--- src/hdl/ktis_pkg.sv ---
// ktis_pkg: constants, entry and handshake types for the keyed table block
// used by ktis_ctrl, ktis_dp and keyed_table_insert_remove_search
// no dependencies
`timescale 1ns / 1ps

package ktis_pkg;

	localparam int CAPACITY  = 16;
	localparam int KEY_BYTES = 8;
	localparam int MAX_OUT   = 16;

	localparam int KEY_W    = 64;
	localparam int AMT_W    = 16;
	localparam int OP_W     = 2;
	localparam int STATUS_W = 2;
	localparam int SLOT_W   = 4;
	localparam int FILL_W   = 5;

	localparam int IDX_W     = (CAPACITY > 1) ? $clog2(CAPACITY) : 1;
	localparam int CNT_W     = $clog2(CAPACITY + 1);
	localparam int OUT_CNT_W = $clog2(MAX_OUT + 1);
	localparam int CMP_W     = ((CNT_W > OUT_CNT_W) ? CNT_W : OUT_CNT_W) + 1;

	localparam logic [KEY_W-1:0] KEY_MASK = {KEY_W{1'b1}} >> (KEY_W - 8 * KEY_BYTES);

	typedef enum logic [OP_W-1:0] {
		OP_INSERT = 2'd0,
		OP_REMOVE = 2'd1,
		OP_SEARCH = 2'd2,
		OP_LIST   = 2'd3
	} op_t;

	typedef enum logic [STATUS_W-1:0] {
		ST_OK      = 2'd0,
		ST_FULL    = 2'd1,
		ST_EMPTY   = 2'd2,
		ST_MISSING = 2'd3
	} status_t;

	typedef struct packed {
		logic [KEY_W-1:0] name;
		logic [KEY_W-1:0] kind;
		logic [AMT_W-1:0] amount;
	} entry_t;

	typedef enum logic [1:0] {
		RD_NONE  = 2'd0,
		RD_CUR   = 2'd1,
		RD_NEXT  = 2'd2,
		RD_NEXT2 = 2'd3
	} rd_cmd_t;

	typedef enum logic [1:0] {
		WR_NONE   = 2'd0,
		WR_INSERT = 2'd1,
		WR_SHIFT  = 2'd2
	} wr_cmd_t;

	typedef enum logic [2:0] {
		RES_NONE    = 3'd0,
		RES_FULL    = 3'd1,
		RES_EMPTY   = 3'd2,
		RES_MISSING = 3'd3,
		RES_INSERT  = 3'd4,
		RES_FOUND   = 3'd5
	} res_cmd_t;

	typedef enum logic [1:0] {
		EMIT_NONE = 2'd0,
		EMIT_RES  = 2'd1,
		EMIT_LIST = 2'd2
	} emit_cmd_t;

	typedef enum logic [5:0] {
		S_IDLE     = 6'b000001,
		S_DISPATCH = 6'b000010,
		S_CHECK    = 6'b000100,
		S_SHIFT    = 6'b001000,
		S_EMIT     = 6'b010000,
		S_LIST     = 6'b100000
	} state_t;

	typedef struct packed {
		logic      load_in;
		logic      idx_inc;
		logic      cnt_dec;
		rd_cmd_t   rd;
		wr_cmd_t   wr;
		res_cmd_t  res;
		emit_cmd_t emit;
	} dp_cmd_t;

	typedef struct packed {
		op_t  op;
		logic empty;
		logic full;
		logic match;
		logic idx_last;
		logic shift_more;
		logic list_last;
		logic out_free;
	} dp_sts_t;

endpackage

--- src/hdl/ktis_dp.sv ---
// ktis_dp: entry memory, count, scan index, result and output registers
// depends on ktis_pkg
`timescale 1ns / 1ps

module ktis_dp (
	input  logic                           clk,
	input  logic                           arst_n,
	input  ktis_pkg::dp_cmd_t              cmd,
	output ktis_pkg::dp_sts_t              sts,
	input  logic [ktis_pkg::OP_W-1:0]      opcode,
	input  logic [ktis_pkg::KEY_W-1:0]     key_name,
	input  logic [ktis_pkg::KEY_W-1:0]     kind_tag,
	input  logic [ktis_pkg::AMT_W-1:0]     amount,
	output logic                           out_valid,
	input  logic                           out_stall,
	output logic [ktis_pkg::STATUS_W-1:0]  status,
	output logic [ktis_pkg::SLOT_W-1:0]    slot,
	output logic [ktis_pkg::KEY_W-1:0]     out_name,
	output logic [ktis_pkg::KEY_W-1:0]     out_kind,
	output logic [ktis_pkg::AMT_W-1:0]     out_amount,
	output logic [ktis_pkg::FILL_W-1:0]    fill_count,
	output logic                           last
);

	localparam int IDX_W = ktis_pkg::IDX_W;
	localparam int CNT_W = ktis_pkg::CNT_W;
	localparam int CMP_W = ktis_pkg::CMP_W;

	ktis_pkg::entry_t mem [ktis_pkg::CAPACITY];
	ktis_pkg::entry_t rd_data_q;
	ktis_pkg::entry_t in_entry_q;
	ktis_pkg::entry_t res_entry_q;
	ktis_pkg::op_t    op_q;
	ktis_pkg::status_t res_status_q;
	logic [IDX_W-1:0] res_slot_q;
	logic [CNT_W-1:0] count_q;
	logic [IDX_W-1:0] idx_q;
	logic             out_valid_q;

	ktis_pkg::status_t                 status_q;
	logic [ktis_pkg::SLOT_W-1:0]       slot_q;
	ktis_pkg::entry_t                  out_entry_q;
	logic [ktis_pkg::FILL_W-1:0]       fill_q;
	logic                              last_q;

	logic [IDX_W:0]   rd_sum;
	logic [IDX_W-1:0] rd_addr;
	logic [IDX_W-1:0] wr_addr;
	logic             rd_en;
	logic             wr_en;
	logic [CMP_W-1:0] idx_w;
	logic [CMP_W-1:0] cnt_w;
	logic [CMP_W-1:0] list_n;
	logic             out_free;

	// read address relative to the scan index
	always_comb begin
		rd_en  = 1'b1;
		rd_sum = {1'b0, idx_q};
		case (cmd.rd)
			ktis_pkg::RD_NONE:  rd_en  = 1'b0;
			ktis_pkg::RD_CUR:   rd_sum = {1'b0, idx_q};
			ktis_pkg::RD_NEXT:  rd_sum = {1'b0, idx_q} + (IDX_W+1)'(1);
			ktis_pkg::RD_NEXT2: rd_sum = {1'b0, idx_q} + (IDX_W+1)'(2);
			default:            rd_en  = 1'b0;
		endcase
		rd_addr = rd_sum[IDX_W-1:0];
	end

	always_comb begin
		wr_en   = 1'b1;
		wr_addr = idx_q;
		case (cmd.wr)
			ktis_pkg::WR_NONE:   wr_en   = 1'b0;
			ktis_pkg::WR_INSERT: wr_addr = count_q[IDX_W-1:0];
			ktis_pkg::WR_SHIFT:  wr_addr = idx_q;
			default:             wr_en   = 1'b0;
		endcase
	end

	always_ff @(posedge clk) begin
		if (wr_en) begin
			if (cmd.wr == ktis_pkg::WR_INSERT) begin
				mem[wr_addr] <= in_entry_q;
			end else begin
				mem[wr_addr] <= rd_data_q;
			end
		end
		if (rd_en) begin
			rd_data_q <= mem[rd_addr];
		end
	end

	// status toward the controller
	assign idx_w    = CMP_W'(idx_q);
	assign cnt_w    = CMP_W'(count_q);
	assign list_n   = (cnt_w > CMP_W'(ktis_pkg::MAX_OUT)) ? CMP_W'(ktis_pkg::MAX_OUT) : cnt_w;
	assign out_free = !out_valid_q || !out_stall;

	always_comb begin
		sts            = '0;
		sts.op         = op_q;
		sts.empty      = (count_q == '0);
		sts.full       = (count_q == CNT_W'(ktis_pkg::CAPACITY));
		sts.match      = (rd_data_q.name == in_entry_q.name);
		sts.idx_last   = ((idx_w + CMP_W'(1)) == cnt_w);
		sts.shift_more = ((idx_w + CMP_W'(2)) < cnt_w);
		sts.list_last  = ((idx_w + CMP_W'(1)) == list_n);
		sts.out_free   = out_free;
	end

	// control registers
	always_ff @(posedge clk or negedge arst_n) begin
		if (!arst_n) begin
			count_q     <= '0;
			idx_q       <= '0;
			out_valid_q <= 1'b0;
		end else begin
			if (cmd.load_in) begin
				idx_q <= '0;
			end else if (cmd.idx_inc) begin
				idx_q <= idx_q + IDX_W'(1);
			end
			if (cmd.wr == ktis_pkg::WR_INSERT) begin
				count_q <= count_q + CNT_W'(1);
			end else if (cmd.cnt_dec) begin
				count_q <= count_q - CNT_W'(1);
			end
			if (cmd.emit != ktis_pkg::EMIT_NONE) begin
				out_valid_q <= 1'b1;
			end else if (!out_stall) begin
				out_valid_q <= 1'b0;
			end
		end
	end

	// payload registers
	always_ff @(posedge clk) begin
		if (cmd.load_in) begin
			op_q              <= ktis_pkg::op_t'(opcode);
			in_entry_q.name   <= key_name & ktis_pkg::KEY_MASK;
			in_entry_q.kind   <= kind_tag & ktis_pkg::KEY_MASK;
			in_entry_q.amount <= amount;
		end
		case (cmd.res)
			ktis_pkg::RES_NONE: begin
			end
			ktis_pkg::RES_FULL: begin
				res_status_q <= ktis_pkg::ST_FULL;
				res_slot_q   <= '0;
				res_entry_q  <= '0;
			end
			ktis_pkg::RES_EMPTY: begin
				res_status_q <= ktis_pkg::ST_EMPTY;
				res_slot_q   <= '0;
				res_entry_q  <= '0;
			end
			ktis_pkg::RES_MISSING: begin
				res_status_q <= ktis_pkg::ST_MISSING;
				res_slot_q   <= '0;
				res_entry_q  <= '0;
			end
			ktis_pkg::RES_INSERT: begin
				res_status_q <= ktis_pkg::ST_OK;
				res_slot_q   <= count_q[IDX_W-1:0];
				res_entry_q  <= in_entry_q;
			end
			ktis_pkg::RES_FOUND: begin
				res_status_q <= ktis_pkg::ST_OK;
				res_slot_q   <= idx_q;
				res_entry_q  <= rd_data_q;
			end
			default: begin
			end
		endcase
		case (cmd.emit)
			ktis_pkg::EMIT_NONE: begin
			end
			ktis_pkg::EMIT_RES: begin
				status_q    <= res_status_q;
				slot_q      <= ktis_pkg::SLOT_W'(res_slot_q);
				out_entry_q <= res_entry_q;
				fill_q      <= ktis_pkg::FILL_W'(count_q);
				last_q      <= 1'b1;
			end
			ktis_pkg::EMIT_LIST: begin
				status_q    <= ktis_pkg::ST_OK;
				slot_q      <= ktis_pkg::SLOT_W'(idx_q);
				out_entry_q <= rd_data_q;
				fill_q      <= ktis_pkg::FILL_W'(count_q);
				last_q      <= sts.list_last;
			end
			default: begin
			end
		endcase
	end

	assign out_valid  = out_valid_q;
	assign status     = status_q;
	assign slot       = slot_q;
	assign out_name   = out_entry_q.name;
	assign out_kind   = out_entry_q.kind;
	assign out_amount = out_entry_q.amount;
	assign fill_count = fill_q;
	assign last       = last_q;

endmodule

--- src/hdl/ktis_ctrl.sv ---
// ktis_ctrl: sequencer for insert, remove, search and list operations
// depends on ktis_pkg
`timescale 1ns / 1ps

module ktis_ctrl (
	input  logic               clk,
	input  logic               arst_n,
	input  logic               in_valid,
	output logic               in_stall,
	input  ktis_pkg::dp_sts_t  sts,
	output ktis_pkg::dp_cmd_t  cmd
);

	ktis_pkg::state_t state_q;
	ktis_pkg::state_t state_next;

	always_ff @(posedge clk or negedge arst_n) begin
		if (!arst_n) begin
			state_q <= ktis_pkg::S_IDLE;
		end else begin
			state_q <= state_next;
		end
	end

	assign in_stall = (state_q != ktis_pkg::S_IDLE);

	always_comb begin
		cmd        = '0;
		state_next = state_q;
		case (state_q)
			ktis_pkg::S_IDLE: begin
				if (in_valid) begin
					cmd.load_in = 1'b1;
					state_next  = ktis_pkg::S_DISPATCH;
				end
			end
			ktis_pkg::S_DISPATCH: begin
				if (sts.op == ktis_pkg::OP_INSERT) begin
					if (sts.full) begin
						cmd.res = ktis_pkg::RES_FULL;
					end else begin
						cmd.wr  = ktis_pkg::WR_INSERT;
						cmd.res = ktis_pkg::RES_INSERT;
					end
					state_next = ktis_pkg::S_EMIT;
				end else if (sts.empty) begin
					cmd.res    = ktis_pkg::RES_EMPTY;
					state_next = ktis_pkg::S_EMIT;
				end else begin
					cmd.rd = ktis_pkg::RD_CUR;
					if (sts.op == ktis_pkg::OP_LIST) begin
						state_next = ktis_pkg::S_LIST;
					end else begin
						state_next = ktis_pkg::S_CHECK;
					end
				end
			end
			ktis_pkg::S_CHECK: begin
				if (sts.match) begin
					cmd.res = ktis_pkg::RES_FOUND;
					if (sts.op == ktis_pkg::OP_REMOVE && !sts.idx_last) begin
						cmd.rd     = ktis_pkg::RD_NEXT;
						state_next = ktis_pkg::S_SHIFT;
					end else begin
						cmd.cnt_dec = (sts.op == ktis_pkg::OP_REMOVE);
						state_next  = ktis_pkg::S_EMIT;
					end
				end else if (sts.idx_last) begin
					cmd.res    = ktis_pkg::RES_MISSING;
					state_next = ktis_pkg::S_EMIT;
				end else begin
					cmd.rd      = ktis_pkg::RD_NEXT;
					cmd.idx_inc = 1'b1;
				end
			end
			ktis_pkg::S_SHIFT: begin
				// move the entry above the index down, fetch the one after it
				cmd.wr      = ktis_pkg::WR_SHIFT;
				cmd.idx_inc = 1'b1;
				if (sts.shift_more) begin
					cmd.rd = ktis_pkg::RD_NEXT2;
				end else begin
					cmd.cnt_dec = 1'b1;
					state_next  = ktis_pkg::S_EMIT;
				end
			end
			ktis_pkg::S_EMIT: begin
				if (sts.out_free) begin
					cmd.emit   = ktis_pkg::EMIT_RES;
					state_next = ktis_pkg::S_IDLE;
				end
			end
			ktis_pkg::S_LIST: begin
				if (sts.out_free) begin
					cmd.emit = ktis_pkg::EMIT_LIST;
					if (sts.list_last) begin
						state_next = ktis_pkg::S_IDLE;
					end else begin
						cmd.rd      = ktis_pkg::RD_NEXT;
						cmd.idx_inc = 1'b1;
					end
				end
			end
			default: begin
				state_next = ktis_pkg::S_IDLE;
			end
		endcase
	end

endmodule

--- src/hdl/keyed_table_insert_remove_search.sv ---
// keyed_table_insert_remove_search: top level of the keyed table block
// instantiates ktis_ctrl and ktis_dp, depends on ktis_pkg
//
// usage: one input item on the in channel (opcode, key_name, kind_tag, amount)
// is taken when in_valid is high and in_stall is low; results leave on the
// out channel when out_valid is high and out_stall is low, the final result
// of an item carries last.
// insert and empty or full errors go from accept through dispatch and emit to
// out_valid; search and remove scan one entry per cycle from entry 0, and
// remove then moves each later entry down one per cycle before its result is
// shown. list emits one entry per cycle from the memory read port while the
// receiver does not stall, starting from entry 0 after accept and dispatch.
// one item is worked on at a time, in_stall is high from accept until the
// last result of the item is loaded into the output register.
// the worst case is a remove or a missed search on a full table; scan and
// shift together visit each entry once, plus accept, dispatch and emit.
// reset clears the entry count, scan index and output valid flag, the table
// is empty; entries themselves are not cleared. a stalled receiver holds the
// result register and the emit or list state, no result is dropped.
`timescale 1ns / 1ps

module keyed_table_insert_remove_search (
	input  logic                           clk,
	input  logic                           arst_n,
	input  logic                           in_valid,
	output logic                           in_stall,
	input  logic [ktis_pkg::OP_W-1:0]      opcode,
	input  logic [ktis_pkg::KEY_W-1:0]     key_name,
	input  logic [ktis_pkg::KEY_W-1:0]     kind_tag,
	input  logic [ktis_pkg::AMT_W-1:0]     amount,
	output logic                           out_valid,
	input  logic                           out_stall,
	output logic [ktis_pkg::STATUS_W-1:0]  status,
	output logic [ktis_pkg::SLOT_W-1:0]    slot,
	output logic [ktis_pkg::KEY_W-1:0]     out_name,
	output logic [ktis_pkg::KEY_W-1:0]     out_kind,
	output logic [ktis_pkg::AMT_W-1:0]     out_amount,
	output logic [ktis_pkg::FILL_W-1:0]    fill_count,
	output logic                           last
);

	ktis_pkg::dp_cmd_t cmd;
	ktis_pkg::dp_sts_t sts;

	ktis_ctrl u_ctrl (
		.clk      (clk),
		.arst_n   (arst_n),
		.in_valid (in_valid),
		.in_stall (in_stall),
		.sts      (sts),
		.cmd      (cmd)
	);

	ktis_dp u_dp (
		.clk        (clk),
		.arst_n     (arst_n),
		.cmd        (cmd),
		.sts        (sts),
		.opcode     (opcode),
		.key_name   (key_name),
		.kind_tag   (kind_tag),
		.amount     (amount),
		.out_valid  (out_valid),
		.out_stall  (out_stall),
		.status     (status),
		.slot       (slot),
		.out_name   (out_name),
		.out_kind   (out_kind),
		.out_amount (out_amount),
		.fill_count (fill_count),
		.last       (last)
	);

endmodule
--- config.mk ---
export PLATFORM = sky130hd
export DESIGN_NAME = keyed_table_insert_remove_search
export DESIGN_NICKNAME = d
export VERILOG_FILES = /design/src/hdl/ktis_pkg.sv /design/src/hdl/ktis_dp.sv /design/src/hdl/ktis_ctrl.sv /design/src/hdl/keyed_table_insert_remove_search.sv
export SDC_FILE = /design/constraint.sdc
export NUM_CORES = 2
export LEC_CHECK = 0
export BUFFER_PORTS_ARGS = -buffer_cell sky130_fd_sc_hd__buf_2
export CAP_MARGIN = 20
export CORE_ASPECT_RATIO = 0.5
export CORE_MARGIN = 1.5
export CORE_UTILIZATION = 48
export CTS_CLUSTER_DIAMETER = 150
export DETAILED_ROUTE_END_ITERATION = 8
export PLACE_DENSITY = 0.65
export SLEW_MARGIN = 20
export SYNTH_ARGS = -nofsm -noshare
export SYNTH_HDL_FRONTEND = slang
export SYNTH_SLANG_ARGS = --single-unit
--- constraint.sdc ---
create_clock -name clk -period 11.3 [get_ports clk]
set_clock_uncertainty 0.15 [all_clocks]
set_input_delay 1.695 -clock clk [delete_from_list [all_inputs] [get_ports clk]]
set_output_delay 1.695 -clock clk [all_outputs]
set_load 0.03 [all_outputs]
# [Word level (Yosys, flattened, before mapping)]
# Memory sizes are Yosys's and may differ from the RTL's. A register that Yosys moved wholly into a read port is not among the register bits.
# Cells that the tools add are included.
[classes] reduce_logical=20 mul=0 n_shift=0 bitwise=1 order_cmp=2 n_mux=68 n_div=0 addsub=7 n_eq_ne=31
[ops] cell="one-hot mux 144 bit (3 select lines)" n=1
[ops] cell="one-hot mux 144 bit (2 select lines)" n=1
[ops] cell="2-to-1 mux 144 bit" n=1
[ops] cell="== test 64 bit" n=1
[ops] cell="2-to-1 mux 6 bit" n=10
[ops] cell="one-hot mux 6 bit (6 select lines)" n=1
[ops] cell="2-to-1 mux 1 bit" n=22
[ops] cell="2-to-1 mux 2 bit" n=10
[ops] cell="2-to-1 mux 5 bit" n=4
[ops] cell="one-hot mux 2 bit (4 select lines)" n=2
[ops] cell="one-hot mux 4 bit (2 select lines)" n=2
[ops] cell="2-to-1 mux 4 bit" n=3
[ops] cell="one-hot mux 2 bit (2 select lines)" n=3
[ops] cell="one-hot mux 4 bit (3 select lines)" n=1
[ops] cell="== test 2 bit (second input constant)" n=5
[ops] cell="2-to-1 mux 3 bit" n=3
[ops] cell="adder 4 x 1 -> 4 bit (second input constant)" n=2
[ops] cell="nonzero test 2 bit" n=4
[ops] cell="== test 2 x 1 -> 1 bit (second input constant)" n=3
[ops] cell="== test 3 x 2 -> 1 bit (second input constant)" n=2
[ops] cell="== test 3 bit (second input constant)" n=2
[ops] cell="== test 6 x 1 -> 1 bit (second input constant)" n=1
[ops] cell="== test 6 x 2 -> 1 bit (second input constant)" n=1
[ops] cell="== test 6 x 3 -> 1 bit (second input constant)" n=1
[ops] cell="32 further kinds" n=43
[totals] mem_count=1 ff_bits=468 output_inout_bits=158 latch_bits=0 rom_bits=0 word_cells=150 in_bits=150 ramBits=2304
[mem_list] memory="u_dp.mem" words=16 word_bits=144 read_ports=1 rd_ports_with_merged_regs=1 wr=1 line="ktis_dp.sv:29" text="ktis_pkg::entry_t mem [ktis_pkg::CAPACITY];"

# [Depth between registers and ports, before layout]
[logic_depth] ltp_word=10 depth_mapped=17 ltp_nobuf=13

# [By module]
# From an unflattened synthesis, not the netlist that was laid out.
[hier_totals] cells_unflattened=5137 area_unflattened_um2=112076.2
[modules_own_cells] module="ktis_dp" seq_area_each_um2=87333.8 area_per_inst_um2=111565.8 cells_per_inst=5073 instances=1
[modules_own_cells] module="ktis_ctrl" seq_area_each_um2=151.4 area_per_inst_um2=510.5 cells_per_inst=64 instances=1

# [Worst setup path before layout]
# No wires, ideal clock.
[synth_path] path_type="register to register" startpoint="register u_ctrl.state_q[3]" endpoint="memory u_dp.mem[0][0] (netlist name) (enable)" setup_slack_ns=1.834 n_path_buf=3 stages_incl_launch_ff=12 period_less_slack_ns=9.466 arrival_time_ns=8.666 cell_sequence="dfrtp_1 buf_2 nor4_1 and3b_1 nand2_1 a21oi_1 clkbuf_1 ha_1 clkbuf_1 a22oi_1 or2_2 nor2_1"
[synth_via] elab_chain_cells=8 elab_cells_between_ends=15
[synth_rtl] element="start, declared" line="ktis_ctrl.sv:14" text="ktis_pkg::state_t state_q;"
[synth_rtl] element="start signal, assigned" line="ktis_ctrl.sv:19" text="state_q <= ktis_pkg::S_IDLE;"
[synth_rtl] element="start signal, assigned" line="ktis_ctrl.sv:21" text="state_q <= state_next;"
[synth_rtl] element="== test 6 x 4 -> 1 bit / == test 6 x 2 -> 1 bit (equally long branches)" line="ktis_ctrl.sv:30" text="case (state_q)"
[synth_rtl] element="one-hot mux 2 bit (2 select lines) (*)" line="ktis_ctrl.sv:30"
[synth_rtl] element="== test 2 bit / == test 2 x 1 -> 1 bit (equally long branches)" line="ktis_dp.sv:73, ktis_dp.sv:83"
[synth_rtl] element="OR reduction 2 bit (no line)"
[synth_rtl] element="2-to-1 mux 1 bit" line="ktis_dp.sv:73" text="case (cmd.wr)"
[synth_rtl] element="2-to-1 mux 1 bit" line="ktis_dp.sv:82" text="if (wr_en) begin"
[synth_rtl] element="2-to-1 mux 1 bit (on tied branches)" line="ktis_dp.sv:84, ktis_dp.sv:86"
[synth_rtl] element="bitwise OR 1 bit (no line)"
[synth_rtl] element="end, declared" line="ktis_dp.sv:29"
# Every way passes the cells marked *; elsewhere a longest branch is shown, timed or not.

# [Worst setup path in the final report]
[layout_path] startpoint="register, netlist name u_dp.rd_data_q[85]" endpoint="register, netlist name u_dp.rd_data_q[49]"
[layout_via] elab_chain_cells=5 elab_cells_between_ends=8
[layout_rtl] element="== test 64 bit (*)" line="ktis_dp.sv:105" text="sts.match = (rd_data_q.name == in_entry_q.name);"
[layout_rtl] element="2-to-1 mux 2 bit (*)" line="ktis_ctrl.sv:59" text="if (sts.match) begin"
[layout_rtl] element="one-hot mux 2 bit (4 select lines) (*)" line="ktis_ctrl.sv:30"
[layout_rtl] element="== test 2 bit / logical NOT 2 bit (equally long branches)" line="ktis_dp.sv:60" text="case (cmd.rd)"
[layout_rtl] element="one-hot mux 4 bit (2 select lines) / logical NOT 1 bit (equally long branches)"
# Marks and branches as above.
# A chain may end at the register's enable or synchronous reset.

==> results.json <==
{
  "total_power_mw": 28.6,
  "hpwl_mm": 148,
  "tns_ns": 0,
  "synth-xor-area-share_pct": 0.614,
  "worstPathRequired_ns": 11.73,
  "critPathCaptureType": "flip-flop",
  "vias": 64800,
  "netlist_instances": 7139,
  "start_util_pct": 48.4,
  "worstReg2RegEnd": "u_dp.rd_data_q[49]",
  "ys.flop_type": "edfxtp_1",
  "overflow": 0,
  "drtIter0Drc": 7297,
  "synth_top_family_by_area": "multiplexers",
  "pre_cts_ws_ns": 3.48,
  "worstSkewPairLatency_ns": 0.85,
  "avgViaCountPerCell": 6.00,
  "timing.fmax_mhz": 128,
  "die_x_um": 699,
  "grt_max_degree": 183,
  "fin_crit_ns": 7.84,
  "cts_sinks": 2916,
  "cts_root_buf": "clkbuf_16",
  "r2r_slack_ns": 3.46,
  "n_fill_cell": 18800,
  "antenna_found_initial": 13,
  "synth_warnings": 0,
  "design.die.area_sq_um": 246000,
  "synth_compound_area_share_pct": 4.68,
  "drive_gt1_share_pct": 22.3,
  "cts_made_buffers": 268,
  "ys_seq_elements": 2916,
  "nets": 7554,
  "htreeDepth": 5,
  "multi_input_area_sq_um": 26600,
  "cts_tree": "yes",
  "grt_pass1_vias": 63000,
  "status": "completed",
  "yosys.area_share.simple_pct": 8.43,
  "path_class": "flip-flop to flip-flop",
  "dr.pass1.iters": 6,
  "crit_slowest_cell": "nand3_4",
  "p_per_area_nw_per_um2": 222,
  "layout_commonest_cell": "edfxtp_1",
  "cts_hold_buf": 0,
  "grt_pass1_wl_mm": 440,
  "cp_cell_sequence": "xnor2_1, nand4_1, nor4_1, and4_1, a21oi_2, o21ai_1, and2_4, buf_4, nand3_4, buf_12, o22ai_1, nor4_2",
  "holdWs_ns": 0.393,
  "leakage_nw": 41.9,
  "worstReg2RegStart": "u_dp.rd_data_q[85]",
  "drc": 0,
  "muxShareOfSynthArea_pct": 8.77,
  "slew_violations": 0,
  "ys_seq_area_share_pct": 75.2,
  "grtUsageTotal_pct": 24.4,
  "synth-edff-count": 2900,
  "die_h_um": 351,
  "io_pins": 308,
  "cp_top_family": "simple AND/OR/NAND/NOR gates",
  "gp_congestion": 0.788,
  "cts_buffer_depth": 4,
  "worstMarginPinSlew_ns": 1.14,
  "synth.distinct_cells": 77,
  "post_cts_buffers": 0,
  "cp.buffers_inverters": 2,
  "cp-start-kind": "flip-flop",
  "reg2reg_depth": 12,
  "cts_resized": 0,
  "hold_path_startpoint": "u_dp.res_entry_q[118]",
  "synthAdderAreaFrac_pct": 0.168,
  "rows": 127,
  "arrival_ns": 8.28,
  "area_delta_synth_final_pct": 10.7,
  "final_antenna_net_count": 0,
  "slowest_delay_ns": 0.91,
  "drt_wl_total_mm": 306,
  "rsz0062_at_grt": "false",
  "port-buffer-count": 307,
  "clkTransAtPathRegs_ns": 0.07,
  "layout_common_cells": "2900 x edfxtp_1, 1175 x nand2_1, 577 x nand3_1",
  "critPathMaxFanout": 105,
  "fin_ws_ns": 3.46,
  "worstHoldPathCells": 1,
  "setup_viol": 0,
  "synth.net_count": 7304,
  "max-vdd-ir-drop_v": 0.000242,
  "routedWlPerCell_um": 28.3,
  "seq_area_sq_um": 87500,
  "fin_crit_sh_pct": 69.4,
  "worstHoldPathType": "flip-flop to flip-flop",
  "hold_end": "u_dp.out_name[38]",
  "cap_violations": 0,
  "core_area_sq_um": 240000,
  "syn_area_per_cell_sq_um": 16.3,
  "relSlewSlack_pct": 24.0,
  "hold_viol_final": 0,
  "synthArstFlopShare_pct": 0.549,
  "syn_area_sq_um": 116000
}
==> cell families after synthesis <==
group                      after synthesis
DFF                                   2916
AOI/OAI and AO/OA                      796
and+or+nand+nor                       2019
adders and majority gates               15
buffers and inverters                  440
muxes                                  873
xor gates and xnor gates                80
==> power breakdown <==
part / total (mW) / switching [mW] / internal, mW / leakage, nW
registers: 13.8 / 0.477 / 13.3 / 26.4
clock network: 8.64 / 3.89 / 4.75 / 3.92
logic: 6.20 / 4.13 / 2.07 / 11.5
==> Yosys cell counts (15+ instances only) <==
cell	number	area, sq um
a21oi_1	243	1220
a21oi_2	58	508
a22o_1	145	1270
buf_1	34	128
buf_2	147	736
buf_4	22	165
buf_6	68	766
clkbuf_1	149	559
dfrtp_1	15	375
edfxtp_1	2900	87100
mux2_1	202	2270
mux2_2	560	6310
mux2_4	104	1560
nand2_1	1176	4410
nand3_1	577	2890
nand4_1	18	113
nor2_1	41	154
nor4_2	143	1790
o22ai_1	268	1680
o22ai_2	23	288
xnor2_1	76	666
==> sequential cells by signal, indices dropped and copies added (netlist names) <==
signal	count
u_dp.idx_q	4
u_dp.status	2
u_dp.count_q	5
u_dp.res_slot_q	4
u_dp.in_entry_q	144
u_dp.res_entry_q	144
u_ctrl.state_q	6
u_dp.res_status_q	2
u_dp.op_q	2
u_dp.mem	2304
u_dp.out_valid	1
u_dp.out_name	64
u_dp.rd_data_q	144
u_dp.slot	4
u_dp.out_amount	16
u_dp.fill_count	5
u_dp.out_kind	64
u_dp.last	1
==> metal layers <==
layer / wire, um / global-route usage [%]
met5: 92 / 0
met4: 9020 / 7.39
met3: 22100 / 3.12
met2: 147000 / 40.1
met1: 127000 / 34.3
==> worst max-delay path by stage <==
| stage | startpoint | endpoint | slack [ns] | depth (start not counted) |
|---|---|---|---|---|
| finish | u_dp.rd_data_q[85] | u_dp.rd_data_q[49] | 3.46 | 12 |
| detailed placement | u_dp.rd_data_q[85] | u_dp.rd_data_q[49] | 3.48 | 12 |
| CTS | u_dp.rd_data_q[85] | u_dp.rd_data_q[49] | 3.50 | 12 |
| global route | u_dp.rd_data_q[85] | u_dp.rd_data_q[55] | 3.32 | 12 |
| global placement | u_dp.in_entry_q[134] | u_dp.rd_data_q[46] | 3.44 | 12 |
| floorplan | u_ctrl.state_q[3] | u_dp.mem[0][0] | 1.83 | 11 |
==> stage by stage <==
step                area (sq um)  util, %  instances
floorplan                 116000        -       7139
global placement          121000     50.2      10300
detailed placement        121000     50.3      10300
CTS                       129000     53.6      10800
global route              129000     53.6      10800
finish                    129000     53.6      10800
==> layout make-up <==
type,instances,area share [%]
well taps,3225,3.13
flip-flops and latches,2916,67.9
inverters,13,0.0379
diodes,5,0.00971
clock inverters,107,0.581
repair buffers,407,2.03
clock buffers,347,5.65
multi-input cells,3783,20.7
Note: power is estimated with default switching activity, not from simulation.
